`src/sv/ldf_pkg.sv`:
```
// Shared types and constants for the labeled frame deframer.
`default_nettype none

package ldf_pkg;

	localparam int BYTE_W = 8;
	localparam int IDX_W  = 10;
	localparam int LEN_W  = 16;
	localparam int FLEN_W = 10;
	localparam int CFG_IDX_W = 1;

	// Command codes on the input channel
	localparam logic CMD_LINK = 1'b0;
	localparam logic CMD_READ = 1'b1;

	// Result kinds on the output channel
	localparam logic KIND_FRAME = 1'b0;
	localparam logic KIND_READ  = 1'b1;

	// Configuration register indexes
	localparam logic [CFG_IDX_W-1:0] REG_START_MARKER = 1'b0;
	localparam logic [CFG_IDX_W-1:0] REG_END_MARKER   = 1'b1;

	localparam logic [BYTE_W-1:0] START_MARKER_RST = 8'd126;
	localparam logic [BYTE_W-1:0] END_MARKER_RST   = 8'd231;

	typedef enum logic [2:0] {
		PH_HUNT,
		PH_LABEL,
		PH_LEN_LO,
		PH_LEN_HI,
		PH_BODY,
		PH_END
	} phase_t;

	// Completed-frame event from the parser
	typedef struct packed {
		logic              done;
		logic [BYTE_W-1:0] label;
		logic [FLEN_W-1:0] length;
	} frame_evt_t;

endpackage

`default_nettype wire

```
`src/sv/ldf_if.sv`:
```
// Handshake channel interfaces: input words, result words and configuration writes.
`default_nettype none

interface ldf_in_if;
	logic                          valid;
	logic                          ready;
	logic                          command;
	logic [ldf_pkg::BYTE_W-1:0]    rx_byte;
	logic [ldf_pkg::IDX_W-1:0]     read_index;

	modport source (output valid, command, rx_byte, read_index, input ready);
	modport sink   (input valid, command, rx_byte, read_index, output ready);
endinterface

interface ldf_out_if;
	logic                          valid;
	logic                          ready;
	logic                          result_kind;
	logic [ldf_pkg::BYTE_W-1:0]    frame_label;
	logic [ldf_pkg::FLEN_W-1:0]    frame_length;
	logic [ldf_pkg::BYTE_W-1:0]    read_byte;

	modport source (output valid, result_kind, frame_label, frame_length, read_byte,
		input ready);
	modport sink   (input valid, result_kind, frame_label, frame_length, read_byte,
		output ready);
endinterface

interface ldf_cfg_if;
	logic                            valid;
	logic                            ready;
	logic [ldf_pkg::CFG_IDX_W-1:0]   index;
	logic [ldf_pkg::BYTE_W-1:0]      data;

	modport source (output valid, index, data, input ready);
	modport sink   (input valid, index, data, output ready);
endinterface

`default_nettype wire

```
`src/sv/ldf_parser.sv`:
```
// Frame parser: phase state machine, label, length and body counter.
`default_nettype none

module ldf_parser #(
	parameter int MAX_BODY = 600
) (
	input  wire logic                          clk,
	input  wire logic                          arst_n,
	input  wire logic                          byte_en,
	input  wire logic [ldf_pkg::BYTE_W-1:0]    rx_byte,
	input  wire logic [ldf_pkg::BYTE_W-1:0]    start_marker,
	input  wire logic [ldf_pkg::BYTE_W-1:0]    end_marker,
	output logic                               wr_en,
	output logic [((MAX_BODY > 1) ? $clog2(MAX_BODY) : 1)-1:0] wr_addr,
	output logic [ldf_pkg::BYTE_W-1:0]         wr_data,
	output ldf_pkg::frame_evt_t                evt
);

	localparam int ADDR_W = (MAX_BODY > 1) ? $clog2(MAX_BODY) : 1;
	localparam int CNT_W  = $clog2(MAX_BODY + 1);
	localparam int CMP_W  = ldf_pkg::LEN_W + 1;

	ldf_pkg::phase_t                 phase_q, phase_d;
	logic [ldf_pkg::BYTE_W-1:0]      label_q, label_d;
	logic [ldf_pkg::LEN_W-1:0]       length_q, length_d;
	logic [CNT_W-1:0]                count_q, count_d;
	logic [ldf_pkg::LEN_W-1:0]       len_full;
	logic [CNT_W-1:0]                count_inc;

	assign len_full  = {rx_byte, length_q[ldf_pkg::BYTE_W-1:0]};
	assign count_inc = count_q + CNT_W'(1);

	// Hold state between words
	always_ff @(posedge clk or negedge arst_n) begin
		if (!arst_n) begin
			phase_q  <= ldf_pkg::PH_HUNT;
			label_q  <= '0;
			length_q <= '0;
			count_q  <= '0;
		end else if (byte_en) begin
			phase_q  <= phase_d;
			label_q  <= label_d;
			length_q <= length_d;
			count_q  <= count_d;
		end
	end

	// Advance the parse by one link byte
	always_comb begin
		phase_d    = phase_q;
		label_d    = label_q;
		length_d   = length_q;
		count_d    = count_q;
		wr_en      = 1'b0;
		wr_addr    = count_q[ADDR_W-1:0];
		wr_data    = rx_byte;
		evt.done   = 1'b0;
		evt.label  = label_q;
		evt.length = length_q[ldf_pkg::FLEN_W-1:0];
		case (phase_q)
			ldf_pkg::PH_HUNT: begin
				if (rx_byte == start_marker) begin
					phase_d = ldf_pkg::PH_LABEL;
				end
			end
			ldf_pkg::PH_LABEL: begin
				label_d = rx_byte;
				phase_d = ldf_pkg::PH_LEN_LO;
			end
			ldf_pkg::PH_LEN_LO: begin
				length_d = {{(ldf_pkg::LEN_W - ldf_pkg::BYTE_W){1'b0}}, rx_byte};
				phase_d  = ldf_pkg::PH_LEN_HI;
			end
			ldf_pkg::PH_LEN_HI: begin
				length_d = len_full;
				count_d  = '0;
				if (len_full == '0) begin
					phase_d = ldf_pkg::PH_END;
				end else if (CMP_W'(len_full) > CMP_W'(MAX_BODY)) begin
					phase_d = ldf_pkg::PH_HUNT;
				end else begin
					phase_d = ldf_pkg::PH_BODY;
				end
			end
			ldf_pkg::PH_BODY: begin
				wr_en   = byte_en && (CMP_W'(count_q) < CMP_W'(MAX_BODY));
				count_d = count_inc;
				if (CMP_W'(count_inc) >= CMP_W'(length_q)) begin
					phase_d = ldf_pkg::PH_END;
				end
			end
			ldf_pkg::PH_END: begin
				phase_d  = ldf_pkg::PH_HUNT;
				evt.done = (rx_byte == end_marker);
			end
			default: begin
				phase_d = ldf_pkg::PH_HUNT;
			end
		endcase
	end

endmodule

`default_nettype wire

```
`src/sv/ldf_body_ram.sv`:
```
// Body byte store: one write port, one read port with registered data.
`default_nettype none

module ldf_body_ram #(
	parameter int MAX_BODY = 600
) (
	input  wire logic                          clk,
	input  wire logic                          wr_en,
	input  wire logic [((MAX_BODY > 1) ? $clog2(MAX_BODY) : 1)-1:0] wr_addr,
	input  wire logic [ldf_pkg::BYTE_W-1:0]    wr_data,
	input  wire logic                          rd_en,
	input  wire logic [((MAX_BODY > 1) ? $clog2(MAX_BODY) : 1)-1:0] rd_addr,
	output logic [ldf_pkg::BYTE_W-1:0]         rd_data_q
);

	logic [ldf_pkg::BYTE_W-1:0] mem [MAX_BODY];

	// Store body bytes
	always_ff @(posedge clk) begin
		if (wr_en) begin
			mem[wr_addr] <= wr_data;
		end
	end

	// Fetch and hold read data
	always_ff @(posedge clk) begin
		if (rd_en) begin
			rd_data_q <= mem[rd_addr];
		end
	end

endmodule

`default_nettype wire

```
`src/sv/labeled_frame_deframer_unit.sv`:
```
// Labeled frame deframer top level: config registers, parser, body store, result register.
// Latency: a result word appears on the cycle after the input word that causes it.
// Throughput: one input word per cycle; the single result register stalls input only
// while a result waits and the sink is not ready.
// Reset clears the parse to start-byte hunting and loads the marker reset values;
// the body store is not cleared and needs no sweep after reset.
`default_nettype none

module labeled_frame_deframer_unit #(
	parameter int MAX_BODY = 600
) (
	input  wire logic  clk,
	input  wire logic  arst_n,
	ldf_in_if.sink     items,
	ldf_out_if.source  results,
	ldf_cfg_if.sink    cfg
);

	localparam int ADDR_W  = (MAX_BODY > 1) ? $clog2(MAX_BODY) : 1;
	localparam int IDX_EXT = (ADDR_W > ldf_pkg::IDX_W) ? ADDR_W : ldf_pkg::IDX_W;
	localparam int CMP_W   = ldf_pkg::LEN_W + 1;

	logic [ldf_pkg::BYTE_W-1:0]  start_marker_q;
	logic [ldf_pkg::BYTE_W-1:0]  end_marker_q;

	logic                        accept;
	logic                        byte_en;
	logic                        read_en;
	logic                        wr_en;
	logic [ADDR_W-1:0]           wr_addr;
	logic [ldf_pkg::BYTE_W-1:0]  wr_data;
	logic [IDX_EXT-1:0]          idx_ext;
	logic                        idx_ok;
	logic [ldf_pkg::BYTE_W-1:0]  rd_data_q;
	ldf_pkg::frame_evt_t         evt;

	logic                        out_valid_q;
	logic                        kind_q;
	logic [ldf_pkg::BYTE_W-1:0]  label_q;
	logic [ldf_pkg::FLEN_W-1:0]  length_q;
	logic                        idx_ok_q;

	assign cfg.ready   = 1'b1;
	assign items.ready = !out_valid_q || results.ready;
	assign accept      = items.valid && items.ready;
	assign byte_en     = accept && (items.command == ldf_pkg::CMD_LINK);
	assign read_en     = accept && (items.command == ldf_pkg::CMD_READ);
	assign idx_ext     = IDX_EXT'(items.read_index);
	assign idx_ok      = CMP_W'(items.read_index) < CMP_W'(MAX_BODY);

	// Take configuration writes
	always_ff @(posedge clk or negedge arst_n) begin
		if (!arst_n) begin
			start_marker_q <= ldf_pkg::START_MARKER_RST;
			end_marker_q   <= ldf_pkg::END_MARKER_RST;
		end else if (cfg.valid && cfg.ready) begin
			case (cfg.index)
				ldf_pkg::REG_START_MARKER: start_marker_q <= cfg.data;
				ldf_pkg::REG_END_MARKER:   end_marker_q   <= cfg.data;
				default: ;
			endcase
		end
	end

	ldf_parser #(
		.MAX_BODY (MAX_BODY)
	) u_parser (
		.clk          (clk),
		.arst_n       (arst_n),
		.byte_en      (byte_en),
		.rx_byte      (items.rx_byte),
		.start_marker (start_marker_q),
		.end_marker   (end_marker_q),
		.wr_en        (wr_en),
		.wr_addr      (wr_addr),
		.wr_data      (wr_data),
		.evt          (evt)
	);

	ldf_body_ram #(
		.MAX_BODY (MAX_BODY)
	) u_body_ram (
		.clk       (clk),
		.wr_en     (wr_en),
		.wr_addr   (wr_addr),
		.wr_data   (wr_data),
		.rd_en     (read_en && idx_ok),
		.rd_addr   (idx_ext[ADDR_W-1:0]),
		.rd_data_q (rd_data_q)
	);

	// Result valid: load on a new result word, drop once taken
	always_ff @(posedge clk or negedge arst_n) begin
		if (!arst_n) begin
			out_valid_q <= 1'b0;
		end else if (read_en || (byte_en && evt.done)) begin
			out_valid_q <= 1'b1;
		end else if (results.ready) begin
			out_valid_q <= 1'b0;
		end
	end

	// Result payload
	always_ff @(posedge clk) begin
		if (read_en) begin
			kind_q   <= ldf_pkg::KIND_READ;
			label_q  <= '0;
			length_q <= '0;
			idx_ok_q <= idx_ok;
		end else if (byte_en && evt.done) begin
			kind_q   <= ldf_pkg::KIND_FRAME;
			label_q  <= evt.label;
			length_q <= evt.length;
			idx_ok_q <= 1'b0;
		end
	end

	assign results.valid        = out_valid_q;
	assign results.result_kind  = kind_q;
	assign results.frame_label  = label_q;
	assign results.frame_length = length_q;
	assign results.read_byte    = ((kind_q == ldf_pkg::KIND_READ) && idx_ok_q) ?
		rd_data_q : '0;

endmodule

`default_nettype wire

```
`src/flat_wrapper.sv`:
```
// flat-port wrapper written by rule: the top's interface ports become plain ports
module labeled_frame_deframer_unit_flat 
#(
	parameter int MAX_BODY = 600
)
  (clk, arst_n, items_valid, items_command, items_rx_byte, items_read_index, items_ready, results_valid, results_result_kind, results_frame_label, results_frame_length, results_read_byte, results_ready, cfg_valid, cfg_index, cfg_data, cfg_ready);
  ldf_in_if items_i ();
  ldf_out_if results_i ();
  ldf_cfg_if cfg_i ();
  input  wire logic clk;
  input  wire logic arst_n;
  input wire logic [$bits(items_i.valid)-1:0] items_valid;
  input wire logic [$bits(items_i.command)-1:0] items_command;
  input wire logic [$bits(items_i.rx_byte)-1:0] items_rx_byte;
  input wire logic [$bits(items_i.read_index)-1:0] items_read_index;
  output wire logic [$bits(items_i.ready)-1:0] items_ready;
  output wire logic [$bits(results_i.valid)-1:0] results_valid;
  output wire logic [$bits(results_i.result_kind)-1:0] results_result_kind;
  output wire logic [$bits(results_i.frame_label)-1:0] results_frame_label;
  output wire logic [$bits(results_i.frame_length)-1:0] results_frame_length;
  output wire logic [$bits(results_i.read_byte)-1:0] results_read_byte;
  input wire logic [$bits(results_i.ready)-1:0] results_ready;
  input wire logic [$bits(cfg_i.valid)-1:0] cfg_valid;
  input wire logic [$bits(cfg_i.index)-1:0] cfg_index;
  input wire logic [$bits(cfg_i.data)-1:0] cfg_data;
  output wire logic [$bits(cfg_i.ready)-1:0] cfg_ready;
  assign items_i.valid = items_valid;
  assign items_i.command = items_command;
  assign items_i.rx_byte = items_rx_byte;
  assign items_i.read_index = items_read_index;
  assign items_ready = items_i.ready;
  assign results_valid = results_i.valid;
  assign results_result_kind = results_i.result_kind;
  assign results_frame_label = results_i.frame_label;
  assign results_frame_length = results_i.frame_length;
  assign results_read_byte = results_i.read_byte;
  assign results_i.ready = results_ready;
  assign cfg_i.valid = cfg_valid;
  assign cfg_i.index = cfg_index;
  assign cfg_i.data = cfg_data;
  assign cfg_ready = cfg_i.ready;
  labeled_frame_deframer_unit #(.MAX_BODY(MAX_BODY)) u_core (.clk(clk), .arst_n(arst_n), .items(items_i), .results(results_i), .cfg(cfg_i));
endmodule
```
`config.mk`:
```
export PLATFORM = sky130hd
export DESIGN_NAME = labeled_frame_deframer_unit_flat
export DESIGN_NICKNAME = d
export VERILOG_FILES = /design/src/sv/ldf_pkg.sv /design/src/sv/ldf_if.sv /design/src/sv/ldf_parser.sv /design/src/sv/ldf_body_ram.sv /design/src/sv/labeled_frame_deframer_unit.sv /design/src/flat_wrapper.sv
export SDC_FILE = /design/constraint.sdc
export NUM_CORES = 2
export LEC_CHECK = 0
export BUFFER_PORTS_ARGS = -buffer_cell sky130_fd_sc_hd__buf_4
export CAP_MARGIN = 15
export CORE_ASPECT_RATIO = 1.4
export CORE_MARGIN = 10
export CORE_UTILIZATION = 40
export CTS_BUF_LIST = sky130_fd_sc_hd__clkbuf_8
export DETAILED_ROUTE_END_ITERATION = 12
export SYNTH_ARGS = -nofsm -noshare
export SYNTH_HDL_FRONTEND = slang
export SYNTH_MEMORY_MAX_BITS = 65536
export SYNTH_SLANG_ARGS = --single-unit
export TNS_END_PERCENT = 5
```
`constraint.sdc`:
```
create_clock -name clk -period 4.2 [get_ports clk]
set_input_delay 0.63 -clock clk [delete_from_list [all_inputs] [get_ports clk]]
set_output_delay 0.63 -clock clk [all_outputs]
set_load 0.01 [all_outputs]
```
==> results.toml <==
[run_status]
outcome = "finished, final reports clean"

[timing]
fmax_ghz = 0.267
fin_crit_sh_pct = 89.1
finalSetupViolCount = 0
slew_headroom_pct = 2.98
rsz0062_at_grt = "false"
worst_clock_skew_ps = 84.7
worst_pin_slew_ps = 1460
hold_viol = 0
drv_slew = 0
finalCriticalPeriod_ps = 3740

[logic_synthesis]
syn-mean-instance-area_um2 = 20.8
ys_async_sr_fraction_pct = 1.11
yosysSeqAreaShare_pct = 77.1
synth.distinct_cells = 73
netlist_instances = 9103
ys_seq_elements = 4882
ys.flop_type = "edfxtp_1"
syn_nets = 9150
synth_edf_count = 4809
yosys_warnings = 0
syn_area_mm2 = 0.190

[clock_tree]
clk_pin_slew_worst_paths_ps = 60
cts_resized = 0
tritoncts = "yes"
cts-root-buf = "clkbuf_8"
clk_latency_ps = 1160
cts.path.max_buffers = 4
clock_sinks = 4882
cts_buffers = 691
htree_num_levels = 6

[final_layout]
drive_above_1_share_pct = 30.2
fin_nets = 10500
final_core_util_pct = 46.3
final_cell_mix = "edfxtp_1 (4809), buf_4 (1139), mux4_2 (1075), clkbuf_8 (715), nor2_1 (697)"
area_growth_pct = 15.3
multi_input_area_mm2 = 0.0408
regArea_mm2 = 0.146
layout_commonest_cell = "edfxtp_1"
fillers = 39600

[critical_path]
end_kind = "flop"
path_class = "flop to flop"
cp-start-kind = "flop"
critical_path.max_fanout = 32
required_ps = 4950
ff2ff_setup_slack_ps = 460
critPathArrivalTime_ps = 4500

[place]
gp_congestion = 0.872
io_buffers = 61
dp_hpwl_um = 364000

[detailed_routing]
wl_per_cell_um = 32.0
firstDrtPassIters = 6
drtIter0Drc = 10400
viasPerCell = 5.73
num_vias = 99600
wirelength_um = 556000
drtAntennaViolNets = 0
drc = 0

[power]
p_per_area_mw_per_mm2 = 431
peakVddDrop_mv = 0.247
total_power_w = 0.0944
p_leak_nw = 71.2

[job]
timing.max_cap.violations = 0

[global_route]
grt_max_degree = 201
grtUsageTotal_pct = 21.5
grt_pass1_wl_um = 781000
grt_pass1_vias = 103000
overflow = 0
antenna_found_initial = 32

[floorplan]
core_mm2 = 0.473
num_rows = 299
start_util_pct = 40.1
die_w_um = 602
die_height_um = 835
ios = 63
die-area_mm2 = 0.502

[hold_path]
hold_class = "input pin to async pin"
cells by family after synthesis:
logic type      synth area share [%]
fa+ha+maj                     0.0924
xor+xnor                       0.106
simple gates                    2.83
buf+inv                         1.56
other cells                  0.00198
flops                           77.1
compound gates                  2.97
mux                             15.4
critical path, stage by stage, from the launching register on:
cell and delay [ps]:
dfrtp_1 460, nand2b_1 330, nand2_1 140, or2_2 330
or3_1 460, nor3_1 470, nand3_1 170, buf_4 290
nor2_1 670
layer usage:
metal  track usage (%)  vias up  wire length, um
met5                 0        -               60
met4              11.4       10            32700
met3              3.67     1145            39700
met2              37.3     4734           284000
met1              25.8    53000           199000
li1                  -    40700                -
power breakdown:
| part | total [W] | switching [W] | internal [W] |
|---|---|---|---|
| Combinational | 0.00545 | 0.00349 | 0.00196 |
| Sequential | 0.0538 | 0.000150 | 0.0536 |
| Clock | 0.0352 | 0.0180 | 0.0172 |
sequential cells by signal (all words and copies together) (netlist names), 3 cells and up:
name	cells
u_core.results.frame_label	8
u_core.u_body_ram.mem	4800
u_core.end_marker_q	8
u_core.results.frame_length	10
u_core.start_marker_q	8
u_core.u_body_ram.rd_data_q	8
u_core.u_parser.phase_q	3
u_core.u_parser.label_q	8
u_core.u_parser.wr_addr	10
u_core.u_parser.length_q	16
area by class of cell:
| type | instances | share of cell area (%) |
|---|---|---|
| Sequential cell | 4882 | 66.8 |
| Multi-Input combinational cell | 3629 | 18.7 |
| Timing Repair Buffer | 1279 | 5.07 |
| Clock buffer | 714 | 4.49 |
| Tap cell | 6321 | 3.62 |
| Clock inverter | 521 | 1.30 |
| Inverter | 18 | 0.0332 |
| Antenna cell | 23 | 0.0263 |
cells in the mapped netlist, types with 28 or more instances:
library cell  instances  share of area (%)
buf_2               175               0.46
nor2b_1              37               0.12
mux2_2               59               0.35
nand4_1              30              0.099
dfrtp_1              42               0.55
nor2_1              701                1.4
nor4_1               28              0.092
o22ai_1              55               0.18
a22oi_1             239               0.95
o21ai_0             100               0.26
buf_1                34              0.067
buf_4                94               0.37
a22o_1               61               0.28
mux2i_1             428                2.3
a21oi_1              86               0.23
mux4_2             1075                 13
clkbuf_1            248               0.49
a31oi_1              33               0.11
a221oi_1             62               0.29
edfxtp_1           4809                 76
nand2_1             216               0.43
nand3_1              93               0.25
nor3_1               39               0.10
per-stage QoR:
stage	worst slack, ps	cell area (um^2)	setup TNS, ps	cells	hold slack, ps
after detailed placement	-482	206000	-1260	16100	479
after CTS	482	219000	0	17400	12.6
after global placement	-437	206000	-1440	16100	464
final	458	219000	0	17400	119
after floorplan	863	190000	0	9103	334
after global routing	288	219000	0	17400	84.4
what timing repair did:
action                     CTS  global route
hold endpoints to repair   277             0
hold buffers                22             0
setup endpoints to repair    0             0
buffers inserted             0             0
final timing paths:
check                           cells past startpoint                       endpoint                          from
worst min-delay path                                2     u_core.u_parser.label_q[1]                        arst_n
worst max register to register                      8  u_core.u_body_ram.mem[184][3]          u_core.results.valid
min in group clk                                    2  u_core.u_body_ram.mem[198][1]              items_rx_byte[1]
worst min register to register                      2   u_core.u_parser.length_q[14]  u_core.u_parser.length_q[14]
max in group asynchronous                           2       u_core.start_marker_q[7]                        arst_n
worst max-delay path                                8  u_core.u_body_ram.mem[184][3]          u_core.results.valid
No activity file was read; power rests on OpenSTA's default activity.
